<file path="config.mk">
export PLATFORM = sky130hd
export DESIGN_NAME = fir_filter_13_tap_adc_core
export DESIGN_NICKNAME = d
export VERILOG_FILES = /design/src/hw/rtl/fir13_pkg.sv /design/src/hw/rtl/fir13_cell.sv /design/src/hw/rtl/fir13_mac.sv /design/src/hw/rtl/fir_filter_13_tap_adc_core.sv
export VERILOG_INCLUDE_DIRS = /design/src /design/src/hw/rtl
export SDC_FILE = /design/constraint.sdc
export NUM_CORES = 1
export LEC_CHECK = 0
export BUFFER_PORTS_ARGS = -buffer_cell sky130_fd_sc_hd__buf_4
export CORE_ASPECT_RATIO = 0.9
export CORE_UTILIZATION = 30
export DETAILED_ROUTE_END_ITERATION = 12
export PLACE_DENSITY = 0.55
export SLEW_MARGIN = 20
export SYNTH_ARGS = -nofsm -noshare
export SYNTH_HDL_FRONTEND = slang
export SYNTH_SLANG_ARGS = --single-unit
</file>
<file path="constraint.sdc">
create_clock -name clk -period 13.5 [get_ports clk]
set_input_delay 0.675 -clock clk [delete_from_list [all_inputs] [get_ports clk]]
set_output_delay 0.675 -clock clk [all_outputs]
set_load 0.1 [all_outputs]
</file>
<file path="src/hw/rtl/fir_filter_13_tap_adc_core_macros.svh">
// ----------------------------------------------------------------------------
// FIR filter assertion macros
// Shared concurrent assertion forms, clocked on clk and disabled in reset.
// ----------------------------------------------------------------------------
`ifndef FIR_FILTER_13_TAP_ADC_CORE_MACROS_SVH
`define FIR_FILTER_13_TAP_ADC_CORE_MACROS_SVH

// The consequent must hold in the same cycle as the antecedent.
`define FIR13_ASSERT_IMPL(label, ante, cons, msg) \
    label: assert property (@(posedge clk) disable iff (!rst_n) (ante) |-> (cons)) \
        else $error(msg);

// The consequent must hold in the cycle after the antecedent.
`define FIR13_ASSERT_NEXT(label, ante, cons, msg) \
    label: assert property (@(posedge clk) disable iff (!rst_n) (ante) |=> (cons)) \
        else $error(msg);

`endif

</file>
<file path="src/hw/rtl/fir13_pkg.sv">
// ----------------------------------------------------------------------------
// fir13_pkg
// Widths, constants, control types and the tap-to-coefficient mapping.
// ----------------------------------------------------------------------------
`default_nettype none

package fir13_pkg;

    localparam int ADC_W       = 12;
    localparam int SAMPLE_W    = 13;
    localparam int COEF_W      = 16;
    localparam int ACC_W       = 16;
    localparam int FRAC_W      = 15;
    localparam int PROD_W      = COEF_W + SAMPLE_W;
    localparam int SUM_W       = ACC_W + FRAC_W + 2;
    localparam int QUOT_W      = SUM_W - FRAC_W;
    localparam int ADC_OFFSET  = 512;

    localparam int COEF_REGS   = 7;
    localparam int COEF_IDX_W  = 3;
    localparam int CFG_IDX_W   = 3;
    localparam int CFG_DATA_W  = COEF_W;

    localparam int DEFAULT_TAP_COUNT = 13;

    // Register indexes of the configuration port.
    localparam logic [CFG_IDX_W-1:0] REG_TAP_0      = 3'd0;
    localparam logic [CFG_IDX_W-1:0] REG_TAP_CENTER = 3'd6;

    localparam logic signed [COEF_W-1:0] COEF_RESET [COEF_REGS] = '{
        16'sd3163, -16'sd513, -16'sd1642, -16'sd3217,
        -16'sd4828, -16'sd6026, 16'sd26299
    };

    typedef struct packed {
        logic shift;
        logic rotate;
    } fir13_cell_ctl_t;

    typedef struct packed {
        logic clear;
        logic issue;
    } fir13_mac_ctl_t;

    // Taps mirror around the center; distances past the last edge register
    // all share the center coefficient.
    function automatic logic [COEF_IDX_W-1:0] coef_sel(input int tap, input int taps);
        int mirror;
        mirror = taps - 1 - tap;
        if (tap < mirror)
            mirror = tap;
        if (mirror >= COEF_REGS - 1)
            return COEF_IDX_W'(COEF_REGS - 1);
        return COEF_IDX_W'(mirror);
    endfunction

endpackage

`default_nettype wire

</file>
<file path="src/hw/rtl/fir13_cell.sv">
// ----------------------------------------------------------------------------
// fir13_cell
// One sample of the history line: shifts in on a new item, rotates while
// the taps are walked.
// ----------------------------------------------------------------------------
`default_nettype none

module fir13_cell
    import fir13_pkg::*;
(
    input  wire logic                       clk,
    input  wire logic                       rst_n,
    input  wire fir13_cell_ctl_t            ctl,
    input  wire logic signed [SAMPLE_W-1:0] shift_in,
    input  wire logic signed [SAMPLE_W-1:0] rot_in,
    output logic signed [SAMPLE_W-1:0]      sample
);

    logic signed [SAMPLE_W-1:0] sample_reg;
    logic signed [SAMPLE_W-1:0] sample_next;

    always_comb
    begin
        sample_next = sample_reg;
        if (ctl.shift)
            sample_next = shift_in;
        else if (ctl.rotate)
            sample_next = rot_in;
    end

    always_ff @(posedge clk or negedge rst_n)
    begin
        if (!rst_n)
            sample_reg <= '0;
        else
            sample_reg <= sample_next;
    end

    assign sample = sample_reg;

endmodule

`default_nettype wire

</file>
<file path="src/hw/rtl/fir13_mac.sv">
// ----------------------------------------------------------------------------
// fir13_mac
// Multiply-accumulate with per-tap truncation toward zero and 16-bit
// saturation. The product is registered before it is accumulated.
// ----------------------------------------------------------------------------
`default_nettype none

module fir13_mac
    import fir13_pkg::*;
(
    input  wire logic                       clk,
    input  wire logic                       rst_n,
    input  wire fir13_mac_ctl_t             ctl,
    input  wire logic signed [SAMPLE_W-1:0] sample,
    input  wire logic signed [COEF_W-1:0]   coef,
    output logic signed [ACC_W-1:0]         acc
);

    logic signed [PROD_W-1:0] prod_reg;
    logic signed [PROD_W-1:0] prod_next;
    logic                     prod_valid_reg;
    logic signed [ACC_W-1:0]  acc_reg;
    logic signed [ACC_W-1:0]  acc_next;

    logic [SUM_W-1:0]         sum_w;
    logic                     round_up;
    logic [QUOT_W-1:0]        quot_w;
    logic                     over_hi;
    logic                     over_lo;
    logic signed [ACC_W-1:0]  sat_w;

    assign prod_next = sample * coef;

    always_comb
    begin
        sum_w = {{(SUM_W - ACC_W - FRAC_W){acc_reg[ACC_W-1]}}, acc_reg, {FRAC_W{1'b0}}}
              + {{(SUM_W - PROD_W){prod_reg[PROD_W-1]}}, prod_reg};
        // An arithmetic shift floors; a negative sum with a fraction left
        // must step back up by one to truncate toward zero.
        round_up = sum_w[SUM_W-1] && (sum_w[FRAC_W-1:0] != '0);
        quot_w   = sum_w[SUM_W-1:FRAC_W] + {{(QUOT_W-1){1'b0}}, round_up};
        over_hi  = !quot_w[QUOT_W-1] && (quot_w[QUOT_W-2:ACC_W-1] != '0);
        over_lo  = quot_w[QUOT_W-1] && (quot_w[QUOT_W-2:ACC_W-1] != '1);
        if (over_hi)
            sat_w = {1'b0, {(ACC_W-1){1'b1}}};
        else if (over_lo)
            sat_w = {1'b1, {(ACC_W-1){1'b0}}};
        else
            sat_w = quot_w[ACC_W-1:0];
    end

    always_comb
    begin
        acc_next = acc_reg;
        if (ctl.clear)
            acc_next = '0;
        else if (prod_valid_reg)
            acc_next = sat_w;
    end

    always_ff @(posedge clk or negedge rst_n)
    begin
        if (!rst_n)
        begin
            prod_valid_reg <= 1'b0;
            acc_reg        <= '0;
        end
        else
        begin
            prod_valid_reg <= ctl.issue;
            acc_reg        <= acc_next;
        end
    end

    always_ff @(posedge clk)
    begin
        if (ctl.issue)
            prod_reg <= prod_next;
    end

    assign acc = acc_reg;

endmodule

`default_nettype wire

</file>
<file path="src/hw/rtl/fir_filter_13_tap_adc_core.sv">
// ----------------------------------------------------------------------------
// fir_filter_13_tap_adc_core
// Symmetric FIR over offset-corrected 12-bit ADC codes, one result per item.
// ----------------------------------------------------------------------------
// Usage:
// An item on the input channel (in_valid/in_ready, adc_code) is one converter
// code. It has 512 subtracted and is shifted into a chain of TAP_COUNT sample
// cells. The chain then rotates once around while a single multiply-
// accumulate unit walks the taps from newest to oldest, one tap per cycle.
// The result leaves on the output channel (out_valid/out_ready,
// filtered_sample) after the tap walk, a drain step and a done step.
// The block works on one item at a time: in_ready is high only while the
// unit is idle, so a new item is taken only once the last one is done.
// A result waiting in the output register does not block the next item; if
// a new result is finished before the old one is taken, it is held until
// out_ready frees the output register.
// The seven coefficient registers are written through cfg_we, cfg_index and
// cfg_data; indexes above six are ignored. The user must write them only
// while the block is idle; the block itself does not enforce this.
// Reset clears the sample history to zero and loads default coefficients.
// ----------------------------------------------------------------------------
`default_nettype none

`include "fir_filter_13_tap_adc_core_macros.svh"

module fir_filter_13_tap_adc_core
    import fir13_pkg::*;
#(
    parameter int TAP_COUNT = DEFAULT_TAP_COUNT
)
(
    input  wire logic                    clk,
    input  wire logic                    rst_n,
    input  wire logic                    in_valid,
    output logic                         in_ready,
    input  wire logic [ADC_W-1:0]        adc_code,
    output logic                         out_valid,
    input  wire logic                    out_ready,
    output logic signed [ACC_W-1:0]      filtered_sample,
    input  wire logic                    cfg_we,
    input  wire logic [CFG_IDX_W-1:0]    cfg_index,
    input  wire logic [CFG_DATA_W-1:0]   cfg_data
);

    localparam int TAP_IDX_W = $clog2(TAP_COUNT);

    typedef enum logic [1:0] {
        ST_IDLE,
        ST_RUN,
        ST_WAIT,
        ST_DONE
    } state_t;

    state_t                      state_reg;
    state_t                      state_next;
    logic [TAP_IDX_W-1:0]        tap_cnt_reg;
    logic [TAP_IDX_W-1:0]        tap_cnt_next;
    logic                        out_valid_reg;
    logic                        out_valid_next;
    logic signed [ACC_W-1:0]     filtered_sample_reg;
    logic signed [ACC_W-1:0]     filtered_sample_next;

    logic signed [COEF_W-1:0]    coef_reg [COEF_REGS];

    logic                        accept;
    logic                        out_free;
    logic signed [SAMPLE_W-1:0]  new_sample;
    logic signed [SAMPLE_W-1:0]  cell_q [TAP_COUNT];
    logic signed [COEF_W-1:0]    coef_w;
    logic signed [ACC_W-1:0]     acc_w;
    fir13_cell_ctl_t             cell_ctl;
    fir13_mac_ctl_t              mac_ctl;

    assign in_ready   = (state_reg == ST_IDLE);
    assign accept     = in_valid && in_ready;
    assign out_free   = !out_valid_reg || out_ready;
    assign new_sample = {1'b0, adc_code} - SAMPLE_W'(ADC_OFFSET);

    assign cell_ctl.shift  = accept;
    assign cell_ctl.rotate = (state_reg == ST_RUN);
    assign mac_ctl.clear   = accept;
    assign mac_ctl.issue   = (state_reg == ST_RUN);

    // Cell 0 always presents the tap being worked on; the chain rotates
    // toward it and is back in order when the tap walk is over.
    for (genvar i = 0; i < TAP_COUNT; i++)
    begin : g_cell
        localparam int PREV = (i == 0) ? 0 : i - 1;
        localparam int NEXT = (i == TAP_COUNT - 1) ? 0 : i + 1;

        fir13_cell u_cell (
            .clk      (clk),
            .rst_n    (rst_n),
            .ctl      (cell_ctl),
            .shift_in ((i == 0) ? new_sample : cell_q[PREV]),
            .rot_in   (cell_q[NEXT]),
            .sample   (cell_q[i])
        );
    end

    assign coef_w = coef_reg[coef_sel(int'(tap_cnt_reg), TAP_COUNT)];

    fir13_mac u_mac (
        .clk    (clk),
        .rst_n  (rst_n),
        .ctl    (mac_ctl),
        .sample (cell_q[0]),
        .coef   (coef_w),
        .acc    (acc_w)
    );

    always_ff @(posedge clk or negedge rst_n)
    begin
        if (!rst_n)
        begin
            for (int k = 0; k < COEF_REGS; k++)
                coef_reg[k] <= COEF_RESET[k];
        end
        else if (cfg_we && (cfg_index <= REG_TAP_CENTER))
        begin
            coef_reg[cfg_index] <= cfg_data;
        end
    end

    always_comb
    begin
        state_next           = state_reg;
        tap_cnt_next         = tap_cnt_reg;
        out_valid_next       = out_valid_reg && !out_ready;
        filtered_sample_next = filtered_sample_reg;
        unique case (state_reg)
            ST_IDLE:
            begin
                if (accept)
                begin
                    state_next   = ST_RUN;
                    tap_cnt_next = '0;
                end
            end
            ST_RUN:
            begin
                if (tap_cnt_reg == TAP_IDX_W'(TAP_COUNT - 1))
                    state_next = ST_WAIT;
                else
                    tap_cnt_next = tap_cnt_reg + 1'b1;
            end
            ST_WAIT:
            begin
                state_next = ST_DONE;
            end
            ST_DONE:
            begin
                if (out_free)
                begin
                    out_valid_next       = 1'b1;
                    filtered_sample_next = acc_w;
                    state_next           = ST_IDLE;
                end
            end
            default:
            begin
                state_next = ST_IDLE;
            end
        endcase
    end

    always_ff @(posedge clk or negedge rst_n)
    begin
        if (!rst_n)
        begin
            state_reg           <= ST_IDLE;
            tap_cnt_reg         <= '0;
            out_valid_reg       <= 1'b0;
            filtered_sample_reg <= '0;
        end
        else
        begin
            state_reg           <= state_next;
            tap_cnt_reg         <= tap_cnt_next;
            out_valid_reg       <= out_valid_next;
            filtered_sample_reg <= filtered_sample_next;
        end
    end

    assign out_valid       = out_valid_reg;
    assign filtered_sample = filtered_sample_reg;

    `FIR13_ASSERT_NEXT(a_start_run, accept, (state_reg == ST_RUN) && (tap_cnt_reg == '0), "accepted item did not start the tap walk")
    `FIR13_ASSERT_IMPL(a_tap_bound, state_reg == ST_RUN, tap_cnt_reg <= TAP_IDX_W'(TAP_COUNT - 1), "tap counter ran past the last tap")
    `FIR13_ASSERT_IMPL(a_wait_after_last, state_reg == ST_WAIT, ($past(state_reg) == ST_RUN) && ($past(tap_cnt_reg) == TAP_IDX_W'(TAP_COUNT - 1)), "drain entered before the last tap")
    `FIR13_ASSERT_IMPL(a_result_from_done, $rose(out_valid_reg), $past(state_reg) == ST_DONE, "result raised outside the done step")

endmodule

`default_nettype wire

</file>
==> flow_summary.toml <==
[floorplan]
die_h_um = 273
dieWidth_um = 304
io_pins = 54
initial_core_util_pct = 30.3
fp.coreArea_um2 = 81000
die_area_um2 = 83000
core.rowCount = 99

[timing]
hold_violations = 0
fin_crit_ps = 10520
rsz0062_at_grt = "no"
maxSlewViolCount = 0
skew_ps = 26.8
slew_headroom_pct = 29.9
tightestPinTransition_ps = 1050
timing.fmax_mhz = 95.0
min_period_over_period_pct = 77.9
tns_ps = 0
finalSetupViolCount = 0
whs_ps = 132

[final_layout]
final_cell_mix = "311 x nand2_1, 250 x dfrtp_1, 202 x mux2i_1"
layout_commonest_cell = "nand2_1"
fillers = 8209
final-seq-area_um2 = 8990
largest_register_ffs = 169
antenna_cells = 0
syn2layout_area_growth_pct = 12.3
multiInputGateArea_um2 = 14400
drive_above_1_share_pct = 17.2
fin_nets = 2653

[worst_setup_path]
critical-path-top-delay-family = "adder cells"
crit_slowest_cell = "o21ai_1"
crit_path_max_incr_delay_ps = 740
cp_max_fo = 16
critical_path_class = "flop to flop"
cp-start-kind = "flop"
crit_buf_inv = 4
cp-end-kind = "flop"
cp.required_ps = 13790
worstPathArrival_ps = 10810
crit_top_cell = "fa_1"

[yosys]
async_flop_share_pct = 91.7
syn_area_per_cell_um2 = 10.6
synth-simple-area-share_pct = 11.2
synth.distinct_cells = 79
synth_top_cells_by_area = "dfrtp_1 25%, fa_1 16%, mux2i_1 8.2%"
synth-compound-area-share_pct = 9.74
synth_nets = 2655
synth_xor_area_share_pct = 1.81
synth_top_area_cell = "dfrtp_1"
ys_seq_area_share_pct = 36.6
syn_area_um2 = 24600
ys.flop_type = "dfrtp_1"
synth-seq-cells = 350
syn_inst = 2320
yosys.area_share.adder_pct = 21.2
synth_mux_area_share_pct = 14.2
yosys_warnings = 0
yosysTopAreaCellShare_pct = 25.5
synth_top_family_by_area = "adder cells"
synth-edff-count = 29

[flow_run]
maxCapViolCount = 0

[drt]
dr_total_vias = 16200
post_drt_wl_per_cell_um = 15.4
wirelength_um = 52400
avgViaCountPerCell = 4.74
dr.pass1.iters = 5
drc = 0
ant_nets = 0
drt-initial-drc-count = 982

[global_route]
antenna_found_initial = 1
grtUsageTotal_pct = 13.0
overflow = 0
grt_pass1_wl_um = 89700
grt_pass1_vias = 17100
grt_max_degree = 158

[clock_tree]
clock_latency_ps = 580
cts.htree.levels = 2
path_clk_slew_ps = 60
cts_resized = 0
hold_buffers = 0
tritoncts = "done"
cts_buffer_depth = 3
clkSinkCount = 350
cts_setup_buffers = 0
clock-root-buffer = "clkbuf_16"
cts_made_buffers = 41

[min_path]
hp-class = "input port to asynchronous set/reset pin"

[place]
dp_hpwl_um = 37400
gp_congestion = 0.847
port_buffers = 53

[run_status]
status = "completed"
[path summary, 6_finish.rpt]
check | from | endpoint | slack [ps] | cells after the start
worst max-delay path | tap_cnt_reg[0] | u_mac.prod_reg[28] | 2980 | 33
worst min-delay path | rst_n | filtered_sample[14] | 130 | 1
worst max register to register | tap_cnt_reg[0] | u_mac.prod_reg[28] | 2980 | 33
worst min register to register | g_cell[4].u_cell.sample[8] | g_cell[5].u_cell.sample[8] | 500 | 2
max in group asynchronous | rst_n | g_cell[7].u_cell.sample[3] | 11220 | 3
min in group clk | adc_code[9] | g_cell[0].u_cell.sample[9] | 310 | 2
[through the flow]
stage          cell area, um2  util, %  std cells  setup slack, ps
2_1_floorplan           24600        -       2320             3910
3_3_place_gp            26100     32.2       3334             3430
3_5_place_dp            26100     32.2       3334             3090
4_1_cts                 27600     34.0       3409             3020
5_1_grt                 27600     34.0       3410             2220
6_report                27600     34.0       3410             2980
[cells in the mapped netlist, drive strengths merged (4+ instances only)]
library cell	n
edfxtp	29
and2	80
nand2b	27
nand2	312
a211oi	12
xnor2	33
mux2	130
a21oi	40
or2	6
o211ai	9
a21o	12
clkbuf	97
o21a	13
nor2	53
buf	35
xor2	17
o221a	12
o221ai	15
o22ai	21
nand4	6
nand4b	5
mux2i	202
nor3	8
nor2b	46
ha	103
nand3	10
a221oi	4
inv	198
o21ai	214
dfrtp	250
nor4	6
dfstp	71
fa	196
[routing by layer]
metal | vias to the layer above | wire length [um] | track usage (%) | part of all wire, %
met5 | - | 0 | 0 | 0
met4 | 0 | 860 | 3.05 | 1.6
met3 | 60 | 2240 | 2.40 | 4.3
met2 | 250 | 23400 | 21.0 | 45
met1 | 8068 | 25900 | 18.0 | 49
li1 | 7792 | - | - | -
[cell families after synthesis]
| family | count (synthesis) |
|---|---|
| and+or+nand+nor | 576 |
| AOI/OAI and AO/OA | 383 |
| DFF | 350 |
| muxes | 332 |
| buffers and inverters | 330 |
| adders and majority gates | 299 |
| xor gates and xnor gates | 50 |
[cell type report]
| type | instances | area share, % |
|---|---|---|
| Inverter | 198 | 2.70 |
| Clock inverter | 20 | 0.976 |
| Tap cell | 1060 | 4.81 |
| Timing Repair Buffer | 87 | 2.51 |
| Multi-Input combinational cell | 1640 | 52.1 |
| Clock buffer | 55 | 4.25 |
| Sequential cell | 350 | 32.6 |
Power is not shown: default switching activity piles up to over one toggle a cycle in this logic, so the estimate is an artifact.
